**src/rtl/vector_pid_velocity_corrector_defines.svh**
```systemverilog
// Assertion helpers for the PID corrector
`ifndef VECTOR_PID_VELOCITY_CORRECTOR_DEFINES_SVH
`define VECTOR_PID_VELOCITY_CORRECTOR_DEFINES_SVH

`ifndef SYNTHESIS
`define VPVC_ASSERT_ALWAYS(lbl, clk, rst, expr) \
  lbl: assert property (@(posedge clk) disable iff (rst) (expr)) \
    else $error("vpvc invariant violated");
`define VPVC_ASSERT_NEXT(lbl, clk, rst, ante, cons) \
  lbl: assert property (@(posedge clk) disable iff (rst) (ante) |=> (cons)) \
    else $error("vpvc sequence check failed");
`else
`define VPVC_ASSERT_ALWAYS(lbl, clk, rst, expr)
`define VPVC_ASSERT_NEXT(lbl, clk, rst, ante, cons)
`endif

`endif

```
**src/rtl/vpvc_pkg.sv**
```systemverilog
`timescale 1ns / 1ps
package vpvc_pkg;

  localparam int GAIN_W = 16;
  localparam int ERR_W  = 16;
  localparam int SUM_W  = 32;
  localparam int WIDE_W = 42;

  localparam logic [1:0] SAT_COUNT = 2'd2;

  localparam logic signed [GAIN_W-1:0] PROP_RESET  = 16'sd256;
  localparam logic signed [GAIN_W-1:0] DERIV_RESET = 16'sd0;
  localparam logic signed [GAIN_W-1:0] INTEG_RESET = 16'sd0;

  typedef enum logic [1:0] {
    CFG_PROP  = 2'd0,
    CFG_DERIV = 2'd1,
    CFG_INTEG = 2'd2
  } cfg_reg_t;

  typedef enum logic {
    CMD_SAMPLE = 1'b0,
    CMD_CLEAR  = 1'b1
  } cmd_t;

  typedef struct packed {
    logic signed [GAIN_W-1:0] prop;
    logic signed [GAIN_W-1:0] deriv;
    logic signed [GAIN_W-1:0] integ;
  } gains_t;

  // clamp to signed 32 bits: in range when all bits above bit 30 agree
  function automatic logic signed [SUM_W-1:0] sat32(input logic signed [WIDE_W-1:0] v);
    logic signed [SUM_W-1:0] r;
    if ((&v[WIDE_W-1:SUM_W-1]) || !(|v[WIDE_W-1:SUM_W-1])) begin
      r = v[SUM_W-1:0];
    end else if (v[WIDE_W-1]) begin
      r = 32'sh8000_0000;
    end else begin
      r = 32'sh7fff_ffff;
    end
    return r;
  endfunction

endpackage

```
**src/rtl/vpvc_axis.sv**
```systemverilog
`timescale 1ns / 1ps
module vpvc_axis (
  input  logic                                clk,
  input  logic                                adv,
  input  vpvc_pkg::gains_t                    gains,
  input  logic signed [vpvc_pkg::ERR_W-1:0]   err,
  input  logic signed [vpvc_pkg::ERR_W:0]     diff,
  input  logic signed [vpvc_pkg::SUM_W-1:0]   sum,
  output logic signed [vpvc_pkg::SUM_W-1:0]   corr
);
  import vpvc_pkg::*;

  localparam int PP_W  = GAIN_W + ERR_W;
  localparam int PD_W  = GAIN_W + ERR_W + 1;
  localparam int PI_W  = GAIN_W + SUM_W;
  localparam int ACC_W = PI_W + 1;

  logic signed [ERR_W-1:0]  err_d;
  logic signed [PP_W-1:0]   prod_p;
  logic signed [PD_W-1:0]   prod_d;
  logic signed [PI_W-1:0]   prod_i;

  logic signed [ACC_W-1:0]  acc;
  logic signed [ACC_W-1:0]  acc_shr;
  logic signed [WIDE_W-1:0] total;

  // multiplier stage
  always_ff @(posedge clk) begin
    if (adv) begin
      err_d  <= err;
      prod_p <= $signed(gains.prop) * err;
      prod_d <= $signed(gains.deriv) * diff;
      prod_i <= $signed(gains.integ) * sum;
    end
  end

  // arithmetic shift gives floor division by 256
  always_comb begin
    acc     = ACC_W'(prod_p) + ACC_W'(prod_d) + ACC_W'(prod_i);
    acc_shr = acc >>> 8;
    total   = WIDE_W'(acc_shr) + WIDE_W'(err_d);
  end

  always_ff @(posedge clk) begin
    if (adv) begin
      corr <= sat32(total);
    end
  end

endmodule

```
**config.mk**
```make
export PLATFORM = sky130hd
export DESIGN_NAME = vpvc_axis
export DESIGN_NICKNAME = d
export VERILOG_FILES = /design/src/rtl/vector_pid_velocity_corrector_defines.svh /design/src/rtl/vpvc_pkg.sv /design/src/rtl/vpvc_axis.sv
export SDC_FILE = /design/constraint.sdc
export NUM_CORES = 2
export LEC_CHECK = 0
export BUFFER_PORTS_ARGS = -buffer_cell sky130_fd_sc_hd__buf_2
export CAP_MARGIN = 10
export CORE_ASPECT_RATIO = 1.2
export CORE_UTILIZATION = 55
export DETAILED_ROUTE_END_ITERATION = 10
export PLACE_DENSITY = 0.72
export SLEW_MARGIN = 20
export SYNTH_ARGS = -nofsm -noshare
export SYNTH_HDL_FRONTEND = slang
export SYNTH_SLANG_ARGS = --single-unit
```
**constraint.sdc**
```tcl
create_clock -name clk -period 6.3 [get_ports clk]
set_input_delay 0 -clock clk [delete_from_list [all_inputs] [get_ports clk]]
set_output_delay 0 -clock clk [all_outputs]
set_load 0.02 [all_outputs]
```
# After elaboration in Yosys (flattened, before gate mapping)
# Cells that the tools add are included.
# word_totals
elab_cells,17
output_inout_bits,32
reg_bits,161
inputBits,115
# op_classes
reduce_logical,4
mux,2
n_addsub,3
multipliers,3
# ops
cell,count
$mux W32,2
$add A34 B48 Y49,1
$mul A16 B32 Y48,1
$add A41 B16 Y42,1
$add A32 B33 Y34,1
$mul A16 B17 Y33,1
$mul A16 B16 Y32,1
$reduce_and A11 Y1,1
$reduce_or A11 Y1,1
$logic_not A1 Y1,1
$logic_or A1 B1 Y1,1

# Longest topological paths before layout
# logic_depth
ltp_word,7
depth_mapped,27
depth_no_buf,25

# Worst setup path after synthesis
# OpenSTA, ideal clock, no wires.
# synth_path
kind,input-to-reg
from,input gains[20] in the netlist's numbering
to,"register prod_d[32], data pin"
n_path_buf,2
setup_slack_ns,0.111
required_ns,6.040
stages,25
setup_time_ns,0.260
arrival_ns,5.929
cell_sequence,clkbuf_1 clkbuf_1 nand2_1 fa_1 inv_1 fa_1 inv_1 fa_1 fa_1 inv_1 fa_1 inv_1 fa_1 inv_1 ha_1 and3_1 and3_1 and3_1 o2111ai_1 a21oi_1 o31a_1 a211oi_1 o31ai_1 a21oi_1 xnor2_1
# synth_between
elab_chain_len,1
# synth_lines
item,line_no,source
"start, declared",vpvc_axis.sv:5,"input vpvc_pkg::gains_t gains,"
$mul A16 B17 Y33,vpvc_axis.sv:32,prod_d <= $signed(gains.deriv) * diff;
"end signal, assigned",vpvc_axis.sv:32,
"end, declared",vpvc_axis.sv:20,logic signed [PD_W-1:0] prod_d;
# Every way passes these cells.
# A chain may end at the register's enable or synchronous reset.

# Worst setup path in the final report
# layout_path
from,register prod_d[12]
to,"register corr[16] in the netlist's numbering, data pin"
# layout_between
elab_chain_len,7
elab_cells_between_ends,9
classes_between,add/sub: 3; mux: 2; reduce/logical: 4
# layout_lines
item,line_no,source
$add A32 B33 Y34 (*),vpvc_axis.sv:39,acc = ACC_W'(prod_p) + ACC_W'(prod_d) + ACC_W'(prod_i);
$add A34 B48 Y49 (*),vpvc_axis.sv:39,
$add A41 B16 Y42 (*),vpvc_axis.sv:41,total = WIDE_W'(acc_shr) + WIDE_W'(err_d);
$reduce_or A11 Y1,vpvc_pkg.sv:35,if ((&v[WIDE_W-1:SUM_W-1]) || !(|v[WIDE_W-1:SUM_W-1])) begin
$logic_not A1 Y1,vpvc_pkg.sv:35,
$logic_or A1 B1 Y1,vpvc_pkg.sv:35,
$mux W32 (*),vpvc_pkg.sv:35,
"end signal, assigned",vpvc_axis.sv:46,corr <= sat32(total);
"end, declared",vpvc_axis.sv:9,output logic signed [vpvc_pkg::SUM_W-1:0] corr
# Mark *: on every way between the ends. The rest lies on a longest branch, timed or not.

==> impl_metrics.yaml <==
cells_and_area:
  mostFrequentLayoutCells: "inv_1, fa_1, nand2_1"
  fin_cells: 6672
  layout-drive-gt1-share: 0.1210
  nFillCells: 7219
  final_common_cell: "inv_1"
  register_area_mm2: 0.004835
  nNetsFinal: 7075
  area_delta_synth_final_pct: 11.73
  multi_input_area_mm2: 0.03883
timing:
  finalHoldViolCount: 0
  finClkSkew_ns: 0.01428
  rsz0062_at_grt: "true"
  timing.final.crit_period_ns: 6.249
  finalMaxSlewViolations: 0
  relSlewSlack: 0.4617
  tightest_slew_ns: 0.8074
  fmaxAchievable_mhz: 160.0
  finalCritPeriodShare: 0.9919
  holdWs_ns: 0.03358
  setup_viol: 0
clock_network:
  cts_num_sinks: 161
  clk_latency_ns: 0.45
  cts_tree: "done"
  htreeDepth: 4
  clockBufferDepth: 2
  cts_root_buf: "clkbuf_16"
  cts.clk_slew.worst_paths_ns: 0.08
  cts_buffers: 17
critical_path:
  rr_worst_depth: 26
  cpMaxStageDelayCell: "fa_1"
  worstPathArrival_ns: 6.43
  slowest_delay_ns: 0.56
  start_kind: "flip-flop"
  critPathMaxFanout: 6
  r2r_setup_slack_ns: 0.05
  cp-end-kind: "flip-flop"
  worstPathRequired_ns: 6.49
  path_class: "reg -> reg"
drt:
  finalWirelength_um: 119200
  viasPerCell: 5.448
  firstDrtPassIters: 6
  wl_per_cell_um: 17.86
  drtIter0Drc: 2495
  antenna_left: 0
  drcViolationCount: 0
  vias: 36350
global_route:
  grt-ovfl-total: 0
  grt_pass1_vias: 39250
  grt_usage: 0.2788
  antenna_found_initial: 3
  grt_pass1_wl_um: 196800
  grt_max_degree: 88
die:
  io_pins: 147
  num_rows: 118
  coreArea_mm2: 0.08681
  start_util: 0.5579
  fp.dieH_um: 327.1
  die_w_um: 272.9
  dieArea_mm2: 0.08926
logic_synthesis:
  synth_seq_area_share: 0.09982
  synth_top_area_frac: 0.4431
  ys_warn_count: 0
  syn_area_per_cell_um2: 9.436
  synth_cells: 5133
  synth_edf_count: 161
  ys_seq_elements: 161
  yosys.area.top_type: "fa_1"
  syn_nets: 6690
  synth_cell_type_count: 76
  synthFlopType: "edfxtp_1"
  synth_area_leaders: "fa_1, edfxtp_1, ha_1"
  ys_async_sr_fraction: 0
  syn-cell-area_mm2: 0.04844
worst_hold_path:
  worstHoldPathType: "in -> reg"
  hold_depth: 2
placed_design:
  dpl.hpwl_um: 103800
  io_buffers: 146
  dp_cells: 6624
  finalWeightedCongestion: 0.9317
outcome:
  status: "complete, no violations"
run:
  maxCapViolations: 0
==> critical path: cells and delay by family, from the launching register on <==
kind | cells | cell delay [ns]
flops | 1 | 0.42
simple gates | 6 | 1.44
compound gates | 11 | 1.96
fa+ha+maj | 3 | 1.12
xor+xnor | 1 | 0.16
buf+inv | 5 | 0.86
==> stage by stage <==
stage	util	worst slack (ns)	instance area (um2)	setup TNS [ns]
finish	0.6233	0.05119	54110	0
global placement	0.6106	-0.1012	53010	-0.3233
global route	0.6233	-0.1907	54110	-4.397
CTS	0.6187	0.02141	53710	0
floorplan	-	0.1112	48440	0
detailed placement	0.6106	-0.2647	53010	-1.843
==> Yosys cell counts (all sizes together), types with 19 or more instances <==
| cell | instances |
|---|---|
| edfxtp | 161 |
| nor2b | 25 |
| xnor2 | 135 |
| and3 | 19 |
| a21oi | 165 |
| ha | 370 |
| o21ai | 81 |
| o21bai | 32 |
| a211oi | 28 |
| a21o | 88 |
| nor3 | 23 |
| fa | 1072 |
| a221oi | 23 |
| o21a | 28 |
| a31oi | 25 |
| nand3 | 35 |
| inv | 1153 |
| xor2 | 59 |
| nand4 | 21 |
| nand2 | 697 |
| and2 | 388 |
| nor2 | 120 |
| clkbuf | 178 |
| nand2b | 53 |
==> cells by family after synthesis <==
| family | synth area share |
|---|---|
| buffers and inverters | 0.1049 |
| AND/OR/NAND/NOR | 0.1423 |
| adder cells (fa/ha/maj) | 0.5387 |
| AO/OA/AOI/OAI | 0.07897 |
| multiplexers | 0.0002067 |
| flip-flops | 0.09982 |
| XOR/XNOR | 0.03508 |
==> final cells by class <==
class                      instances  share of cell area
multi-input combinational       3628              0.7175
sequential                       161             0.08934
inverter                        1153             0.07998
timing repair buffer             557             0.07517
tap                             1140             0.02636
clock buffer                      17            0.007861
clock inverter                    15            0.003723
antenna                            1          0.00004624
==> registers in the layout (all words and copies together) (netlist names) <==
signal,cells
prod_i,48
prod_p,32
corr,32
err_d,16
prod_d,33
==> timing repair <==
action	in CTS	in global routing
endpoints found under the hold margin	4	0
resized for setup	7	65
buffers inserted	1	7
cloned	0	2
pin swaps	1	46
endpoints found under the setup margin	28	39
hold buffers	4	0
==> path summary, 6_finish.rpt <==
path | endpoint | from
setup / recovery | corr[16] | prod_d[12]
setup reg to reg | corr[16] | prod_d[12]
hold reg to reg | corr[0] | err_d[0]
hold / removal | err_d[11] | err[11]
==> per-layer routing <==
layer / wire [um] / track usage / up-vias / share of wire
met4: 5462 / 0.1150 / 0 / 0.046
met5: 0 / 0 / - / 0
li1: - / - / 16430 / -
met3: 4667 / 0.02052 / 292 / 0.039
met2: 62720 / 0.5079 / 1059 / 0.53
met1: 46340 / 0.3399 / 18570 / 0.39
Power is left out: the tool's default activity adds up to more than one toggle a clock period on the data nets, which glitch-free logic cannot reach.
